==> src/rtl/escape_time_fractal_engine_assert.svh <==
// Assertion helpers used by etfe_back.
// Each expects signals named clock and reset in the using module.
`ifndef ESCAPE_TIME_FRACTAL_ENGINE_ASSERT_SVH
`define ESCAPE_TIME_FRACTAL_ENGINE_ASSERT_SVH

// same-cycle implication
`define ETFE_ASSERT_IMP(lbl, ante, cons) \
   lbl: assert property (@(posedge clock) disable iff (reset) (ante) |-> (cons)) \
      else $error("etfe assertion failed");

// next-cycle implication
`define ETFE_ASSERT_NXT(lbl, ante, cons) \
   lbl: assert property (@(posedge clock) disable iff (reset) (ante) |=> (cons)) \
      else $error("etfe assertion failed");

`endif

==> src/rtl/etfe_pkg.sv <==
package etfe_pkg;

   // default geometry
   localparam int COORD_BITS_DEF = 32;
   localparam int FRAC_BITS_DEF  = 28;
   localparam int ITER_BITS_DEF  = 16;

   // queue between front and back
   localparam int QUEUE_DEPTH = 2;

   // register file
   localparam int CSR_INDEX_BITS = 2;
   localparam logic [CSR_INDEX_BITS-1:0] REG_JULIA_MODE     = 2'd0;
   localparam logic [CSR_INDEX_BITS-1:0] REG_MAX_ITERATIONS = 2'd1;
   localparam logic [CSR_INDEX_BITS-1:0] REG_JULIA_CONST_RE = 2'd2;
   localparam logic [CSR_INDEX_BITS-1:0] REG_JULIA_CONST_IM = 2'd3;

   // reset values; Julia constant given in Q.28 and rescaled per FRAC_BITS
   localparam int RESET_FRAC = 28;
   localparam logic signed [63:0] JULIA_RE_Q28 = -64'sd137573171;
   localparam logic signed [63:0] JULIA_IM_Q28 = 64'sd139935403;
   localparam int MAX_ITER_RESET = 256;

   // escape thresholds, integer parts
   localparam int ESCAPE_INT = 7;
   localparam int SURE_INT   = 3;

endpackage

==> src/rtl/etfe_front.sv <==
module etfe_front #(
   parameter int COORD_BITS = etfe_pkg::COORD_BITS_DEF,
   parameter int FRAC_BITS  = etfe_pkg::FRAC_BITS_DEF,
   parameter int ITER_BITS  = etfe_pkg::ITER_BITS_DEF,
   parameter int CSR_BITS   = etfe_pkg::COORD_BITS_DEF
) (
   input  logic                                clock,
   input  logic                                reset,
   // point in
   input  logic                                pt_valid,
   output logic                                pt_ready,
   input  logic signed [COORD_BITS-1:0]        point_re,
   input  logic signed [COORD_BITS-1:0]        point_im,
   // register writes
   input  logic                                csr_valid,
   output logic                                csr_ready,
   input  logic [etfe_pkg::CSR_INDEX_BITS-1:0] csr_index,
   input  logic [CSR_BITS-1:0]                 csr_data,
   // job out: {lim, ci, cr, zi0, zr0}
   output logic                                job_valid,
   input  logic                                job_ready,
   output logic [4*COORD_BITS+ITER_BITS-1:0]   job_data
);

   localparam int UP_SH = (FRAC_BITS >= etfe_pkg::RESET_FRAC) ?
                          FRAC_BITS - etfe_pkg::RESET_FRAC : 0;
   localparam int DN_SH = (FRAC_BITS >= etfe_pkg::RESET_FRAC) ?
                          0 : etfe_pkg::RESET_FRAC - FRAC_BITS;
   localparam logic signed [63:0] JRE64 = (etfe_pkg::JULIA_RE_Q28 <<< UP_SH) >>> DN_SH;
   localparam logic signed [63:0] JIM64 = (etfe_pkg::JULIA_IM_Q28 <<< UP_SH) >>> DN_SH;
   localparam logic signed [COORD_BITS-1:0] JRE_RST = COORD_BITS'(JRE64);
   localparam logic signed [COORD_BITS-1:0] JIM_RST = COORD_BITS'(JIM64);
   localparam logic [ITER_BITS-1:0] MAXI_RST =
      ITER_BITS'((ITER_BITS > 8) ? etfe_pkg::MAX_ITER_RESET : (2 ** ITER_BITS - 1));

   logic                         julia_mode_ff;
   logic [ITER_BITS-1:0]         max_iter_ff;
   logic signed [COORD_BITS-1:0] jc_re_ff;
   logic signed [COORD_BITS-1:0] jc_im_ff;
   logic                         csr_wr;

   assign csr_ready = 1'b1;
   assign csr_wr    = csr_valid && csr_ready;

   always_ff @(posedge clock) begin
      if (reset) begin
         julia_mode_ff <= 1'b0;
         max_iter_ff   <= MAXI_RST;
         jc_re_ff      <= JRE_RST;
         jc_im_ff      <= JIM_RST;
      end else if (csr_wr) begin
         case (csr_index)
            etfe_pkg::REG_JULIA_MODE:     julia_mode_ff <= csr_data[0];
            etfe_pkg::REG_MAX_ITERATIONS: max_iter_ff   <= csr_data[ITER_BITS-1:0];
            etfe_pkg::REG_JULIA_CONST_RE: jc_re_ff      <= csr_data[COORD_BITS-1:0];
            etfe_pkg::REG_JULIA_CONST_IM: jc_im_ff      <= csr_data[COORD_BITS-1:0];
            default: ;
         endcase
      end
   end

   // classify: pick starting z and c by mode, snapshot the limit
   assign pt_ready  = job_ready;
   assign job_valid = pt_valid;

   always_comb begin
      if (julia_mode_ff) begin
         job_data = {max_iter_ff, jc_im_ff, jc_re_ff, point_im, point_re};
      end else begin
         job_data = {max_iter_ff, point_im, point_re,
                     {COORD_BITS{1'b0}}, {COORD_BITS{1'b0}}};
      end
   end

endmodule

==> config.mk <==
export PLATFORM = sky130hd
export DESIGN_NAME = etfe_front
export DESIGN_NICKNAME = d
export VERILOG_FILES = /design/src/rtl/escape_time_fractal_engine_assert.svh /design/src/rtl/etfe_pkg.sv /design/src/rtl/etfe_front.sv
export SDC_FILE = /design/constraint.sdc
export NUM_CORES = 1
export LEC_CHECK = 0
export BUFFER_PORTS_ARGS = -buffer_cell sky130_fd_sc_hd__buf_2
export CAP_MARGIN = 20
export CORE_MARGIN = 1.5
export CORE_UTILIZATION = 25
export DETAILED_ROUTE_END_ITERATION = 7
export PLACE_DENSITY = 0.57
export SLEW_MARGIN = 10
export SYNTH_ARGS = -nofsm -noshare
export SYNTH_HDL_FRONTEND = slang
export SYNTH_SLANG_ARGS = --single-unit
==> constraint.sdc <==
create_clock -name clock -period 1.4 [get_ports clock]
set_clock_uncertainty 0.05 [all_clocks]
set_input_delay 0.35 -clock clock [delete_from_list [all_inputs] [get_ports clock]]
set_output_delay 0.35 -clock clock [all_outputs]
set_load 0.02 [all_outputs]
==> results of run 1 <==
## layout by cell type, fill, tap and decap left out, types with 6 or more instances in the layout
cell type,netlist,final
buf_2,10,169
mux2i_1,81,81
dfxtp_1,81,80
buf_4,6,75
nand2b_1,74,74
nor2_1,67,67
mux2_2,64,64
and2_1,64,58
buf_12,0,12
clkbuf_16,0,10
and2_4,0,6
buf_6,2,6
## power by group through the flow
| stage | registers (uW) | logic [uW] | clock network [uW] |
|---|---|---|---|
| final | 2430 | 1170 | 2830 |
| after global routing | 2440 | 1270 | 3030 |
| after CTS | 2440 | 1160 | 2950 |
| after detailed placement | 2490 | 1140 | 0 |
| after global placement | 2490 | 1140 | 0 |
| after floorplan | 2490 | 687 | 0 |
## cells by family after synthesis
family,synth area share [%]
buffers and inverters,4.51
other,0.0828
DFF,35.8
muxes,33.8
and+or+nand+nor,25.8
## synthesized netlist by cell type (all sizes together)
master	instances
buf	19
dfxtp	81
nor2	67
and2	64
and3	1
mux2	64
nand3	1
and3b	2
conb	1
nand2b	74
mux2i	81
nand3b	2
clkbuf	22
nor3b	1
## area by class of cell
cell class                 count  area (um2)  share of cell area [%]
clock buffer                  12         258                    3.84
clock inverter                 4        97.6                    1.45
multi-input combinational    358        2720                    40.5
sequential                    81        1630                    24.2
tap                          229         287                    4.27
timing repair buffer         263        1730                    25.8
## critical path, cell delays in order (launching register included)
cell and delay [ns]:
dfxtp_4 0.42, buf_12 0.20, mux2_2 0.35, buf_2 0.16
## how the worst max path moves through the flow
stage                    endpoint  slack, ns  cells past startpoint
detailed placement   job_data[78]      -0.11                      3
global placement    job_data[111]      -0.10                      3
global route         job_data[81]      -0.55                      3
CTS                  job_data[78]      -0.50                      3
floorplan           job_data[100]       -0.1                      3
finish               job_data[84]      -0.48                      3
## layer usage
metal / GRT usage [%] / vias to the layer above / wire length, um
met2: 20.2 / 133 / 5740
li1: - / 2042 / -
met3: 3.42 / 8 / 757
met5: 0 / - / 0
met4: 4.74 / 0 / 118
met1: 15.2 / 1754 / 5360
## through the flow
step | area, um2 | TNS (ns) | power [uW]
after CTS | 6630 | -48.82 | 6550
after global routing | 6720 | -53.85 | 6740
final | 6720 | -44.73 | 6430
after global placement | 6130 | -5.52 | 3620
after detailed placement | 6130 | -6.30 | 3630
after floorplan | 4530 | -4.30 | 3170
## state kept, by name, summed over array words and instances, names as in the netlist
signal         count
jc_im_ff          32
julia_mode_ff      1
jc_re_ff          32
max_iter_ff       16
==> impl_metrics.tcl, run 1 <==
set metrics [dict create \
    hold_depth 3 \
    crit_path_end_kind "output pin" \
    setup-violations-final 128 \
    start_util_pct 25.4 \
    power_frac_seq_pct 37.8 \
    hold_violations 0 \
    reg2reg_to "julia_mode_ff" \
    combPwrFrac_pct 18.2 \
    peakVddDrop_mv 0.499 \
    routabilityCongestion 0.686 \
    cp-startpoint "julia_mode_ff" \
    grt_first_pass_wirelength_mm 17.8 \
    power.switching_uw 1630 \
    ys_top_cells_by_area "dfxtp_1 (36%), mux2i_1 (18%), mux2_2 (16%), nand2b_1 (10%), and2_1 (8.8%)" \
    regToRegStartpoint "julia_mode_ff" \
    vias_per_cell 4.16 \
    fmax_mhz 532 \
    routed_wl_mm 12.0 \
    ant_nets 0 \
    ys_ff_latch 81 \
    clkTransAtPathRegs_ns 0.06 \
    start_kind "register" \
    yosys.cell_types.count 17 \
    syn_area_per_cell_um2 9.43 \
    clock_latency_ns 0.34 \
    post-route-period-util_pct 134 \
    track_usage_pct 12.3 \
    drv_slew 0 \
    port_buffers 244 \
    postLayoutCoreUtil_pct 37.7 \
    syn-cell-area_mm2 0.00453 \
    cap_violations 0 \
    finalNetCount 816 \
    r2r_slack_ns 0.41 \
    hpwl_mm 8.95 \
    critPathArrivalTime_ns 1.48 \
    dp_cells 931 \
    fin_hold_ws_ns 0.224 \
    cts-root-buf "clkbuf_16" \
    fp-row-count 49 \
    netlist_instances 480 \
    synthesis.nets 583 \
    dr.pass1.iters 4 \
    cp_max_fo 33 \
    hp-start "csr_data[16]" \
    grt_pass1_vias 3537 \
    ys_seq_area_share_pct 35.8 \
    ioPinCount 250 \
    die_w_um 138 \
    cts_num_sinks 81 \
    clk_path_buf_depth 2 \
    yosysTopAreaCell "dfxtp_1" \
    grt_max_degree 47 \
    cts_max_level 3 \
    clockPowerShare_pct 43.9 \
    route.detailed.drc 0 \
    violations "setup timing" \
    core_mm2 0.0178 \
    areaGrowthSynthToFinish_pct 48.4 \
    hold_path_class "input port to register" \
    pre_cts_slack_ns -0.111 \
    status "finished with violations" \
    cts_resized 53 \
    rsz0062_at_grt "yes" \
    ctsHoldBuffers 0 \
    required_ns 1.00 \
    final_layout_size_suffix_gt1_share_pct 48.7 \
    cts_tree "built" \
    synth_warnings 0 \
    yosysTopAreaCellShare_pct 35.8 \
    first_iter_violations 90 \
    num-fill-cells 1816 \
    p_int_uw 4810 \
    crit_type "register to output pin" \
    holdPathEnd "jc_re_ff[16]" \
    cts_buffers 9 \
    chipHeight_um 138 \
    fp.dieArea_mm2 0.0189 \
    r2r_cells 3 \
    wl_per_cell_um 12.7 \
    period_minus_slack_ns 1.88 \
    layoutNonFillerInstCount 947 \
    vias 3937 \
    diodes 0 \
    postCtsSetupBuffers 0 \
    overflow 0 \
    antenna_found_initial 0 \
    p_leak_uw 0.00308 \
    power_density_mw_per_mm2 958 \
    final.setup.worst_slack_ns -0.478 \
    swShare_pct 25.3 \
]
Power figures use the tool's default switching activity.
==> run 2: changes to the inputs <==
--- a/config.mk
+++ b/config.mk
@@ -10,7 +10,7 @@
 export CORE_MARGIN = 1.5
 export CORE_UTILIZATION = 25
 export DETAILED_ROUTE_END_ITERATION = 7
-export PLACE_DENSITY = 0.57
+export PLACE_DENSITY = 0.55
 export SLEW_MARGIN = 10
 export SYNTH_ARGS = -nofsm -noshare
 export SYNTH_HDL_FRONTEND = slang
==> constraint.sdc (replaced) <==
create_clock -name clock -period 2.2 [get_ports clock]
set_clock_uncertainty 0.05 [all_clocks]
set_input_delay 0.55 -clock clock [delete_from_list [all_inputs] [get_ports clock]]
set_output_delay 0.55 -clock clock [all_outputs]
set_load 0.02 [all_outputs]
==> impl_metrics.tcl, run 2 (synthesis results as in run 1) <==
set metrics [dict create \
    setup-violations-final 0 \
    chipHeight_um 138 \
    relSlewSlack_pct 64.2 \
    die_w_um 138 \
    critPathArrivalTime_ns 1.48 \
    vias 3914 \
    hpwl_mm 8.85 \
    clk_path_buf_depth 2 \
    rsz0062_at_grt "no" \
    period_minus_slack_ns 2.08 \
    cp_max_fo 43 \
    first_iter_violations 95 \
    peakVddDrop_mv 0.315 \
    hold_path_class "register to register" \
    hp-start "max_iter_ff[3]" \
    route.detailed.drc 0 \
    cts_resized 0 \
    drv_slew 0 \
    tightestPinTransition_ns 0.535 \
    layout_common_cells "buf_2 (243), mux2i_1 (81), dfxtp_1 (80)" \
    clkTransAtPathRegs_ns 0.06 \
    cts_tree "built" \
    cts_buffers 9 \
    track_usage_pct 12.5 \
    postLayoutCoreUtil_pct 35.2 \
    vias_per_cell 4.17 \
    crit_type "register to output pin" \
    grt_max_degree 67 \
    hold_depth 2 \
    register_area_mm2 0.00163 \
    start_util_pct 25.4 \
    multi_input_area_mm2 0.00270 \
    grt_first_pass_wirelength_mm 18.1 \
    final_common_cell "buf_2" \
    ioPinCount 250 \
    p_leak_uw 0.00297 \
    overflow 0 \
    areaGrowthSynthToFinish_pct 38.8 \
    final_layout_size_suffix_gt1_share_pct 47.4 \
    grt_pass1_vias 3535 \
    final.setup.tns_ns 0 \
    diodes 0 \
    status "completed" \
    fp.dieArea_mm2 0.0189 \
    holdPathEnd "max_iter_ff[3]" \
    cts_max_level 3 \
    crit_path_end_kind "output pin" \
    cts_num_sinks 81 \
    fp-row-count 49 \
    ant_nets 0 \
    routed_wl_mm 12.2 \
    hold_violations 0 \
    regToRegStartpoint "julia_mode_ff" \
    r2r_slack_ns 1.18 \
    required_ns 1.60 \
    num-fill-cells 1859 \
    ctsHoldBuffers 0 \
    port_buffers 244 \
    clock_latency_ns 0.33 \
    top_regs "jc_im_ff x32, jc_re_ff x32, max_iter_ff x16" \
    routabilityCongestion 0.687 \
    r2r_cells 3 \
    reg2reg_to "julia_mode_ff" \
    finalNetCount 807 \
    finalPower_uw 3730 \
    post-route-period-util_pct 94.3 \
    power_density_mw_per_mm2 594 \
    fmax_mhz 482 \
    postCtsSetupBuffers 0 \
    dr.pass1.iters 4 \
    cap_violations 0 \
    cts-root-buf "clkbuf_16" \
    antenna_found_initial 0 \
    start_kind "register" \
    core_mm2 0.0178 \
    wl_per_cell_um 13.0 \
]
==> run 2: changes by cell type in the layout (fill, tap and decap cells not counted), moves of 2 or more <==
cell and change:
clkinv_2 +2, buf_12 -6, buf_2 +74, and2_4 -6, bufinv_16 -3, buf_4 -70
and2_1 +6, buf_6 -6
==> run 2: area by class of cell <==
| type | count | share of cell area (%) |
|---|---|---|
| clock inverter | 4 | 0.398 |
| timing repair buffer | 254 | 21.9 |
| multi-input combinational | 358 | 43.0 |
| clock buffer | 12 | 4.26 |
| sequential | 81 | 25.9 |
| tap | 229 | 4.56 |
==> run 2: metal layers <==
layer | GRT usage, % | share of wire [%]
met1 | 16.0 | 45
met2 | 21.0 | 48
met3 | 2.17 | 5.0
met4 | 4.91 | 1.3
met5 | 0 | 0
==> run 2: metrics by stage <==
step / hold slack [ns] / cell area, um2 / instances / worst slack, ns
detailed placement: 0.407 / 5990 / 922 / 0.477
finish: 0.422 / 6280 / 938 / 0.125
global placement: 0.409 / 5990 / 922 / 0.484
CTS: 0.409 / 6280 / 938 / 0.0900
global route: 0.417 / 6280 / 938 / 0.0536
floorplan: 0.395 / 4530 / 480 / 0.490
==> run 2: worst max-delay path, cell delays in order, from the launching register on <==
cell	delay [ns]
dfxtp_4	0.39
buf_12	0.21
mux2_2	0.36
buf_2	0.16
==> run 2: report_power, final <==
group          total [uW]  switching [uW]  leakage [uW]  internal (uW)
clock network        1490             624      0.000140            862
logic                 697             380       0.00217            318
registers            1550            29.0      0.000661           1520
total                3730            1030       0.00297           2700
==> run 2: worst max-delay path by stage <==
stage	start	end	slack (ns)	cells after the start
2_1_floorplan	julia_mode_ff	job_data[44]	0.49	3
3_3_place_gp	julia_mode_ff	job_data[79]	0.48	3
3_5_place_dp	julia_mode_ff	job_data[113]	0.48	3
4_1_cts	julia_mode_ff	job_data[113]	0.09	3
5_1_grt	julia_mode_ff	job_data[66]	0.05	3
6_report	julia_mode_ff	job_data[64]	0.12	3
