<file path="src/rtl/escape_time_fractal_engine_assert.svh">
// Assertion helpers used by etfe_back.
// Each expects signals named clock and reset in the using module.
`ifndef ESCAPE_TIME_FRACTAL_ENGINE_ASSERT_SVH
`define ESCAPE_TIME_FRACTAL_ENGINE_ASSERT_SVH

// same-cycle implication
`define ETFE_ASSERT_IMP(lbl, ante, cons) \
   lbl: assert property (@(posedge clock) disable iff (reset) (ante) |-> (cons)) \
      else $error("etfe assertion failed");

// next-cycle implication
`define ETFE_ASSERT_NXT(lbl, ante, cons) \
   lbl: assert property (@(posedge clock) disable iff (reset) (ante) |=> (cons)) \
      else $error("etfe assertion failed");

`endif

</file>
<file path="src/rtl/etfe_pkg.sv">
package etfe_pkg;

   // default geometry
   localparam int COORD_BITS_DEF = 32;
   localparam int FRAC_BITS_DEF  = 28;
   localparam int ITER_BITS_DEF  = 16;

   // queue between front and back
   localparam int QUEUE_DEPTH = 2;

   // register file
   localparam int CSR_INDEX_BITS = 2;
   localparam logic [CSR_INDEX_BITS-1:0] REG_JULIA_MODE     = 2'd0;
   localparam logic [CSR_INDEX_BITS-1:0] REG_MAX_ITERATIONS = 2'd1;
   localparam logic [CSR_INDEX_BITS-1:0] REG_JULIA_CONST_RE = 2'd2;
   localparam logic [CSR_INDEX_BITS-1:0] REG_JULIA_CONST_IM = 2'd3;

   // reset values; Julia constant given in Q.28 and rescaled per FRAC_BITS
   localparam int RESET_FRAC = 28;
   localparam logic signed [63:0] JULIA_RE_Q28 = -64'sd137573171;
   localparam logic signed [63:0] JULIA_IM_Q28 = 64'sd139935403;
   localparam int MAX_ITER_RESET = 256;

   // escape thresholds, integer parts
   localparam int ESCAPE_INT = 7;
   localparam int SURE_INT   = 3;

endpackage

</file>
<file path="src/rtl/etfe_queue.sv">
module etfe_queue #(
   parameter int WIDTH = 144,
   parameter int DEPTH = etfe_pkg::QUEUE_DEPTH
) (
   input  logic             clock,
   input  logic             reset,
   input  logic             push_valid,
   output logic             push_ready,
   input  logic [WIDTH-1:0] push_data,
   output logic             pop_valid,
   input  logic             pop_ready,
   output logic [WIDTH-1:0] pop_data
);

   localparam int PTR_BITS = (DEPTH > 1) ? $clog2(DEPTH) : 1;
   localparam int CNT_BITS = $clog2(DEPTH + 1);
   localparam logic [PTR_BITS-1:0] LAST_PTR = PTR_BITS'(DEPTH - 1);
   localparam logic [CNT_BITS-1:0] FULL_CNT = CNT_BITS'(DEPTH);

   logic [WIDTH-1:0]    mem_ff [DEPTH];
   logic [PTR_BITS-1:0] wr_ptr_ff, wr_ptr_in;
   logic [PTR_BITS-1:0] rd_ptr_ff, rd_ptr_in;
   logic [CNT_BITS-1:0] count_ff, count_in;
   logic                do_push, do_pop;

   assign push_ready = (count_ff != FULL_CNT);
   assign pop_valid  = (count_ff != '0);
   assign pop_data   = mem_ff[rd_ptr_ff];
   assign do_push    = push_valid && push_ready;
   assign do_pop     = pop_valid && pop_ready;

   always_comb begin
      wr_ptr_in = wr_ptr_ff;
      rd_ptr_in = rd_ptr_ff;
      count_in  = count_ff;
      if (do_push) begin
         wr_ptr_in = (wr_ptr_ff == LAST_PTR) ? '0 : wr_ptr_ff + 1'b1;
      end
      if (do_pop) begin
         rd_ptr_in = (rd_ptr_ff == LAST_PTR) ? '0 : rd_ptr_ff + 1'b1;
      end
      if (do_push && !do_pop) begin
         count_in = count_ff + 1'b1;
      end else if (do_pop && !do_push) begin
         count_in = count_ff - 1'b1;
      end
   end

   always_ff @(posedge clock) begin
      if (reset) begin
         wr_ptr_ff <= '0;
         rd_ptr_ff <= '0;
         count_ff  <= '0;
      end else begin
         wr_ptr_ff <= wr_ptr_in;
         rd_ptr_ff <= rd_ptr_in;
         count_ff  <= count_in;
      end
   end

   always_ff @(posedge clock) begin
      if (do_push) begin
         mem_ff[wr_ptr_ff] <= push_data;
      end
   end

endmodule

</file>
<file path="config.mk">
export PLATFORM = sky130hd
export DESIGN_NAME = etfe_queue
export DESIGN_NICKNAME = d
export VERILOG_FILES = /design/src/rtl/escape_time_fractal_engine_assert.svh /design/src/rtl/etfe_pkg.sv /design/src/rtl/etfe_queue.sv
export SDC_FILE = /design/constraint.sdc
export NUM_CORES = 1
export LEC_CHECK = 0
export BUFFER_PORTS_ARGS = -buffer_cell sky130_fd_sc_hd__buf_4
export CORE_MARGIN = 4
export CORE_UTILIZATION = 35
export CTS_CLUSTER_SIZE = 14
export DETAILED_ROUTE_END_ITERATION = 8
export SYNTH_ARGS = -nofsm -noshare
export SYNTH_HDL_FRONTEND = slang
export SYNTH_SLANG_ARGS = --single-unit
export TNS_END_PERCENT = 50
</file>
<file path="constraint.sdc">
create_clock -name clock -period 5.5 [get_ports clock]
set_clock_uncertainty 0.2 [all_clocks]
set_input_delay 0.825 -clock clock [delete_from_list [all_inputs] [get_ports clock]]
set_output_delay 0.825 -clock clock [all_outputs]
set_load 0.05 [all_outputs]
</file>
==> impl_metrics.py, run 1 <==
metrics = {
    "logic_synthesis": {
        "yosys_warnings": 0,
        "synth_nets": 621,
        "postSynthAreaPerCell_um2": 22.98,
        "syn-instance-count": 472,
        "netlist_area_um2": 10850,
        "synth.distinct_cells": 19,
        "synth-seq-cells": 293,
        "ys_seq_area_share_pct": 80.65,
    },
    "finish": {
        "final_common_cell": "buf_4",
        "syn2layout_area_growth_pct": 32.75,
        "final_cell_mix": "buf_4 (298), edfxtp_1 (288), mux2_2 (84)",
        "stdcell_area_um2": 14400,
        "stdcell_count": 1207,
        "n_antenna_cell": 0,
        "fillCellCount": 2662,
        "drive_above_1_share_pct": 59.68,
        "nNetsFinal": 937,
        "final_core_util_pct": 47.08,
    },
    "placed_design": {
        "gp_congestion": 0.7491,
        "place_area_um2": 13500,
        "place_ws_ns": 2.372,
        "dp.cells": 1152,
        "dp_hpwl_um": 14800,
        "portBuffers": 293,
    },
    "global_route": {
        "antenna_found_initial": 0,
        "overflow": 0,
        "grt_pass1_wl_um": 32530,
        "grt_pass1_vias": 5751,
        "grtUsageTotal_pct": 12.22,
        "grt_max_degree": 93,
    },
    "cts": {
        "cts_setup_buffers": 0,
        "cts_resized": 0,
        "clkSinkCount": 293,
        "cts_tree": "built",
        "cts_root_buffer": "clkbuf_16",
        "cts_hold_buf": 0,
        "clkSlewWorstSetupHoldPaths_ns": 0.06,
        "cts_inserted_buffers": 30,
        "clk_path_buf_depth": 3,
        "ctsHtreeMaxLevel": 1,
        "clock_latency_ns": 0.54,
    },
    "setup_path": {
        "reg2reg_from": "count_ff[0]",
        "r2r_slack_ns": 2.83,
        "crit_arrival_ns": 2.58,
        "crit_type": "register to output pin",
        "worstPathMaxFanout": 47,
        "ff2ff_path_depth": 4,
        "reg2reg_to": "mem_ff[0][4]",
        "start_kind": "register",
        "worstSetupEndpointType": "output pin",
        "critPathRequiredTime_ns": 4.47,
    },
    "sta": {
        "min_period_ns": 3.604,
        "setup_viol": 0,
        "max_slew_margin_pct": 39.06,
        "max_freq_ghz": 0.2774,
        "layout_setup_ws_ns": 1.896,
        "min_period_over_period_pct": 65.54,
        "rsz0062_at_grt": "false",
        "tns_ns": 0,
        "hold_viol_final": 0,
        "worst_pin_slew_ns": 0.9142,
        "finalMaxSlewViolations": 0,
        "whs_ns": 0.2680,
    },
    "detailed_routing": {
        "viasPerCell": 4.426,
        "ant_nets": 0,
        "wirelength_um": 21920,
        "drt-initial-drc-count": 286,
        "drt-pass1-iter-count": 4,
        "via_count": 5342,
        "drc": 0,
        "wire_per_inst_um": 18.16,
    },
    "power_and_ir_drop": {
        "vdd_drop_max_mv": 0.3013,
        "leakage_nw": 5.410,
        "powerDensity_nw_per_um2": 521.6,
        "p_total_mw": 7.511,
    },
    "floorplan": {
        "core_area_um2": 30590,
        "die_h_um": 184.1,
        "start_util_pct": 35.46,
        "io_pins": 294,
        "die_area_um2": 33870,
        "row_count": 64,
        "die_w_um": 184.1,
    },
    "hold_path": {
        "whs_endpoint": "mem_ff[0][136]",
        "worstHoldPathCells": 1,
        "worstHoldStart": "push_data[136]",
        "holdCritPathClass": "input pin to register",
    },
    "job": {
        "maxCapViolCount": 0,
    },
    "outcome": {
        "status": "finished clean",
    },
}
## state kept, by name (all words and copies together) (netlist names), named ones only
signal     flops
count_ff       2
wr_ptr_ff      1
mem_ff       288
rd_ptr_ff      1
## area by class of cell
type	count	area, um2	area share [%]
multi-input combinational	162	1971	13.68
tap	396	495.5	3.441
sequential	293	8752	60.78
clock inverter	16	90.09	0.6256
timing repair buffer	300	2277	15.81
clock buffer	39	805.8	5.596
inverter	1	8.758	0.06082
## layer usage
metal / vias up / part of all wire (%) / global-route usage [%]
met1: 2596 / 39 / 14.90
met3: 33 / 10 / 5.105
met4: 0 / 2.2 / 2.721
met2: 205 / 48 / 20.41
met5: - / 0 / 0
li1: 2508 / - / -
## report_power, final
group,switching [mW],total (mW),leakage (nW),internal (mW)
registers,0.126,2.92,2.73,2.79
logic,1.79,2.75,2.24,0.966
clock network,0.773,1.84,0.436,1.07
## how the worst max path moves through the flow
stage / end / slack, ns / cells after the start
after detailed placement: pop_data[45] / 2.37 / 3
final: pop_data[24] / 1.90 / 3
after global placement: pop_data[32] / 2.40 / 3
after CTS: pop_data[24] / 1.78 / 3
after floorplan: mem_ff[1][0] / 0.43 / 2
after global routing: pop_data[27] / 1.70 / 3
## cells by family (layout without fill, tap and decap cells)
family	after synthesis	in the layout	share of synthesized area [%]
AO/OA/AOI/OAI	5	5	0.2768
XOR/XNOR	3	3	0.2423
adder cells (fa/ha/maj)	1	1	0.1153
buffers and inverters	17	356	1.234
flip-flops	293	293	80.65
multiplexers	144	144	17.02
AND/OR/NAND/NOR	9	9	0.4616
## worst max-delay path, stage by stage, from the launching register on
cell	delay, ns
dfxtp_4	0.88
buf_4	0.54
mux2_2	0.40
buf_4	0.19
## synthesized netlist by cell type
library cell | count | area, um2
a21bo_2 | 1 | 10.01
a21oi_1 | 2 | 10.01
and2_1 | 1 | 6.260
and3_1 | 1 | 6.260
buf_2 | 8 | 40.04
buf_6 | 8 | 90.09
dfxtp_1 | 5 | 100.1
edfxtp_1 | 288 | 8648
ha_1 | 1 | 12.51
inv_1 | 1 | 3.750
mux2_2 | 84 | 945.9
mux2_4 | 60 | 900.9
nand2b_1 | 1 | 6.260
nand3b_1 | 1 | 7.510
nor2_1 | 3 | 11.26
o21ai_0 | 2 | 10.01
or2_2 | 1 | 6.260
or3_1 | 1 | 6.260
xor2_1 | 3 | 26.28
No activity file was read; power rests on OpenSTA's default activity.
==> run 2, diff against run 1 <==
==> constraint.sdc (replaced) <==
create_clock -name clock -period 3.15 [get_ports clock]
set_clock_uncertainty 0.2 [all_clocks]
set_input_delay 0.4725 -clock clock [delete_from_list [all_inputs] [get_ports clock]]
set_output_delay 0.4725 -clock clock [all_outputs]
set_load 0.05 [all_outputs]
==> run 2 against run 1 <==
Register-to-register slack worse by 1.6 ns. Largest power group is now combinational cells. Design area grew 11%. Total power rose by 79%. Clock power grew 80%.
==> impl_metrics.py, run 2 (same netlist as run 1, synthesis figures left out) <==
metrics = {
    "hold_path": {
        "holdCritPathClass": "input pin to register",
        "worstHoldStart": "push_valid",
    },
    "sta": {
        "rsz0062_at_grt": "false",
        "setup_viol": 0,
        "layout_setup_ws_ns": 0.4839,
        "max_freq_ghz": 0.3751,
        "finalMaxSlewViolations": 0,
        "hold_viol_final": 0,
        "worst_pin_slew_ns": 0.5547,
        "whs_ns": 0.04579,
        "max_slew_margin_pct": 63.02,
        "min_period_ns": 2.666,
        "min_period_over_period_pct": 84.64,
    },
    "detailed_routing": {
        "drt-initial-drc-count": 254,
        "drc": 0,
        "ant_nets": 0,
        "wire_per_inst_um": 16.92,
        "viasPerCell": 4.420,
        "drt-pass1-iter-count": 4,
        "wirelength_um": 22970,
        "via_count": 5998,
    },
    "cts": {
        "clkSlewWorstSetupHoldPaths_ns": 0.06,
        "cts_resized": 0,
        "cts_hold_buf": 145,
        "clock_latency_ns": 0.54,
        "cts_setup_buffers": 0,
        "cts_root_buffer": "clkbuf_16",
        "cts_tree": "built",
        "cts_inserted_buffers": 31,
        "clkSinkCount": 293,
        "clk_path_buf_depth": 3,
        "ctsHtreeMaxLevel": 1,
    },
    "finish": {
        "seq_area_um2": 8753,
        "nNetsFinal": 1087,
        "final_core_util_pct": 52.24,
        "fillCellCount": 2513,
        "n_antenna_cell": 0,
        "syn2layout_area_growth_pct": 47.31,
        "final_cell_mix": "buf_4 (297), edfxtp_1 (288), dlygate4sd3_1 (145)",
        "largest_register": "mem_ff",
        "largest_reg_flops": 288,
        "multiInputGateArea_um2": 1978,
        "reg.largest.list": "mem_ff x288, count_ff x2",
        "final_common_cell": "buf_4",
        "stdcell_area_um2": 15980,
        "drive_above_1_share_pct": 50.99,
    },
    "floorplan": {
        "die_area_um2": 33870,
        "die_w_um": 184.1,
        "row_count": 64,
        "die_h_um": 184.1,
        "io_pins": 294,
        "core_area_um2": 30590,
        "start_util_pct": 35.46,
    },
    "outcome": {
        "status": "finished clean",
    },
    "global_route": {
        "overflow": 0,
        "grt_pass1_vias": 6558,
        "grtUsageTotal_pct": 12.95,
        "grt_pass1_wl_um": 34920,
        "antenna_found_initial": 0,
        "grt_max_degree": 81,
    },
    "setup_path": {
        "reg2reg_from": "count_ff[0]",
        "worstPathMaxFanout": 80,
        "crit_arrival_ns": 1.99,
        "start_kind": "register",
        "crit_type": "register to output pin",
        "worstSetupEndpointType": "output pin",
        "critPathRequiredTime_ns": 2.48,
    },
    "power_and_ir_drop": {
        "leakage_nw": 6.062,
        "vdd_drop_max_mv": 0.5999,
        "p_total_mw": 13.44,
        "powerDensity_nw_per_um2": 841.2,
    },
    "placed_design": {
        "gp_congestion": 0.7106,
        "dp_hpwl_um": 14880,
        "portBuffers": 293,
        "place_area_um2": 13600,
        "place_ws_ns": 1.062,
    },
    "job": {
        "maxCapViolCount": 0,
    },
}
## run 2: worst paths after layout
check                       end  slack [ns]  depth (start not counted)
hold reg to reg       rd_ptr_ff        0.31                          2
setup reg to reg  mem_ff[1][37]        1.22                          3
hold / removal        wr_ptr_ff        0.05                          3
setup / recovery   pop_data[25]        0.48                          3
## run 2: report_power, final
group	switching [mW]	internal (mW)	total (mW)
sequential	0.123	4.87	4.99
combinational	3.28	1.85	5.13
clock	1.35	1.96	3.32
total	4.76	8.68	13.4
## run 2: metrics by stage
stage	cells	setup TNS (ns)
4_1_cts	1357	0
6_report	1357	0
3_3_place_gp	1156	0
3_5_place_dp	1156	0
2_1_floorplan	472	-45.40
5_1_grt	1357	0
## run 2: critical path, stage by stage, from the launching register on
cell and delay (ns):
dfxtp_4 0.37, buf_12 0.34, mux2_2 0.41, buf_4 0.19
## run 2: metal layers
metal | GRT usage [%] | vias up | wire [um]
met5 | 0 | - | 0
met2 | 21.32 | 222 | 10970
met3 | 4.116 | 54 | 1885
met1 | 16.04 | 2905 | 9170
li1 | - | 2817 | -
met4 | 4.969 | 0 | 940
## run 2: area by class of cell
type                       instances  share of cell area [%]
timing repair buffer             449                   23.91
sequential                       293                   54.78
clock inverter                    12                  0.6264
inverter                           1                 0.04698
tap                              396                   3.101
clock buffer                      44                   5.160
multi-input combinational        162                   12.38
==> run 3, diff against run 2 <==
==> constraint.sdc (replaced) <==
create_clock -name clock -period 2.2 [get_ports clock]
set_clock_uncertainty 0.2 [all_clocks]
set_input_delay 0.33 -clock clock [delete_from_list [all_inputs] [get_ports clock]]
set_output_delay 0.33 -clock clock [all_outputs]
set_load 0.05 [all_outputs]
==> run 3 against run 2 <==
The flow now finishes with violations (setup timing). First-iteration DRC count up 9.8%. Critical path depth up 2. Clock power up 40%. Hold slack better by 0.0090 ns. Non-clock buffer count up 25. Global-route usage up 0.89 points. Combinational power up 76%. Sequential power up 43%. Routed wire length up 9.0%. Core utilization up 3.8 points. Design area up 7.3%. Total power up 55%. Critical path type unchanged. Highest routed layer is now met5.
==> impl_metrics.py, run 3 (same netlist as run 1, synthesis figures left out) <==
metrics = {
    "outcome": {
        "status": "finished with violations",
        "violations": "setup timing",
    },
    "power_and_ir_drop": {
        "powerDensity_nw_per_um2": 1214,
        "leakage_nw": 6.590,
        "vdd_drop_max_mv": 0.6887,
    },
    "detailed_routing": {
        "drt-pass1-iter-count": 4,
        "wirelength_um": 25030,
        "viasPerCell": 4.500,
        "drt-initial-drc-count": 279,
        "ant_nets": 0,
        "via_count": 6228,
        "wire_per_inst_um": 18.08,
        "drc": 0,
    },
    "sta": {
        "max_slew_margin_pct": 66.33,
        "min_period_over_period_pct": 107.2,
        "layout_setup_ws_ns": -0.1573,
        "min_period_ns": 2.357,
        "rsz0062_at_grt": "true",
        "tns_ns": -12.21,
        "finalMaxSlewViolations": 0,
        "setup_viol": 141,
        "max_freq_ghz": 0.4242,
        "hold_viol_final": 0,
        "worst_pin_slew_ns": 0.5050,
    },
    "global_route": {
        "grt_pass1_vias": 6818,
        "antenna_found_initial": 3,
        "grt_max_degree": 83,
        "overflow": 0,
        "grtUsageTotal_pct": 13.84,
        "grt_pass1_wl_um": 37010,
    },
    "finish": {
        "largest_register": "mem_ff",
        "fillCellCount": 2345,
        "final_cell_mix": "edfxtp_1 (288), buf_4 (167), dlygate4sd3_1 (146)",
        "multiInputGateArea_um2": 2095,
        "reg.largest.list": "mem_ff x288, count_ff x2",
        "syn2layout_area_growth_pct": 58.06,
        "drive_above_1_share_pct": 52.89,
        "final_common_cell": "edfxtp_1",
        "largest_reg_flops": 288,
        "nNetsFinal": 1111,
        "seq_area_um2": 8753,
    },
    "setup_path": {
        "start_kind": "register",
        "reg2reg_from": "count_ff[0]",
        "critPathRequiredTime_ns": 1.67,
        "reg2reg_to": "mem_ff[0][96]",
        "ff2ff_path_depth": 4,
        "cp-endpoint": "pop_data[122]",
        "r2r_slack_ns": 0.33,
        "crit_type": "register to output pin",
        "crit_arrival_ns": 1.83,
        "worstSetupEndpointType": "output pin",
        "worstPathMaxFanout": 9,
    },
    "floorplan": {
        "die_area_um2": 33870,
        "die_h_um": 184.1,
        "row_count": 64,
        "die_w_um": 184.1,
        "io_pins": 294,
        "start_util_pct": 35.46,
        "core_area_um2": 30590,
    },
    "cts": {
        "clkSinkCount": 293,
        "clock_latency_ns": 0.54,
        "clk_path_buf_depth": 3,
        "ctsHtreeMaxLevel": 1,
        "cts_tree": "built",
        "cts_root_buffer": "clkbuf_16",
        "clkSlewWorstSetupHoldPaths_ns": 0.05,
        "cts_inserted_buffers": 30,
    },
    "placed_design": {
        "portBuffers": 293,
        "gp_congestion": 0.7101,
        "place_ws_ns": 0.3302,
        "dp_hpwl_um": 15320,
    },
    "job": {
        "maxCapViolCount": 0,
    },
    "hold_path": {
        "holdCritPathClass": "input pin to register",
    },
}
==> run 3: cell types whose count changed in the layout (fill, tap and decap cells not counted), moves of 3 or more <==
cell | previous run | this run
buf_16 | 0 | 9
clkinv_2 | 2 | 9
diode_2 | 0 | 3
clkbuf_1 | 13 | 5
buf_6 | 0 | 120
buf_4 | 297 | 167
buf_12 | 7 | 13
mux2_4 | 60 | 91
buf_8 | 0 | 17
mux2_2 | 84 | 53
==> run 3: cell type report <==
type | instances | area share, %
repair buffers | 474 | 28.46
multi-input cells | 162 | 12.22
inverters | 1 | 0.04378
well taps | 396 | 2.890
flip-flops and latches | 293 | 51.05
clock buffers | 36 | 4.634
diodes | 3 | 0.04378
clock inverters | 19 | 0.6640
==> run 3: per-layer routing <==
metal / up-vias / track usage [%] / part of all wire (%)
met5: - / 0 / 0.052
met2: 227 / 23.73 / 50
met4: 2 / 4.348 / 3.3
li1: 2869 / - / -
met1: 3077 / 16.48 / 39
met3: 53 / 4.769 / 7.9
==> run 3: worst min path at each step <==
stage,to,depth (start not counted),start,slack (ns)
finish,register,4,pop_ready,0.05
CTS,register,4,pop_ready,0.005
floorplan,count_ff[0],1,reset,0.19
detailed placement,register,2,rd_ptr_ff,0.29
global placement,rd_ptr_ff,2,rd_ptr_ff,0.29
global route,register,4,pop_ready,0.07
==> run 3: metrics by stage <==
stage                     hold slack (ns)  instance area, um2  util [%]  cells  power (mW)
after floorplan                    0.1950               10860         -    472       12.49
after global placement             0.2896               13740     44.92   1164       14.62
after detailed placement           0.2910               13740     44.92   1164       14.65
after CTS                        0.005117               16940     55.37   1377       20.73
after global routing              0.06646               17150     56.05   1384       21.62
final                             0.05484               17150     56.05   1384       20.81
==> run 3: critical path, cell delays in order, from the launching register on <==
cell and delay [ns]:
dfxtp_4 0.37, buf_12 0.17, buf_12 0.13, buf_16 0.13, mux2_4 0.31, buf_6 0.16
==> run 3: power breakdown <==
| group | total, mW | switching, mW | internal (mW) |
|---|---|---|---|
| clock | 4.64 | 1.97 | 2.67 |
| sequential | 7.16 | 0.183 | 6.97 |
| combinational | 9.02 | 5.14 | 3.88 |
| total | 20.8 | 7.29 | 13.5 |
==> run 3: repair_timing <==
item | in CTS | in global routing
endpoints found under the setup margin | 136 | 141
gates resized for setup | 162 | 34
gates cloned | 5 | 3
hold buffers | 146 | 0
endpoints found under the hold margin | 293 | 0
setup buffers | 7 | 1
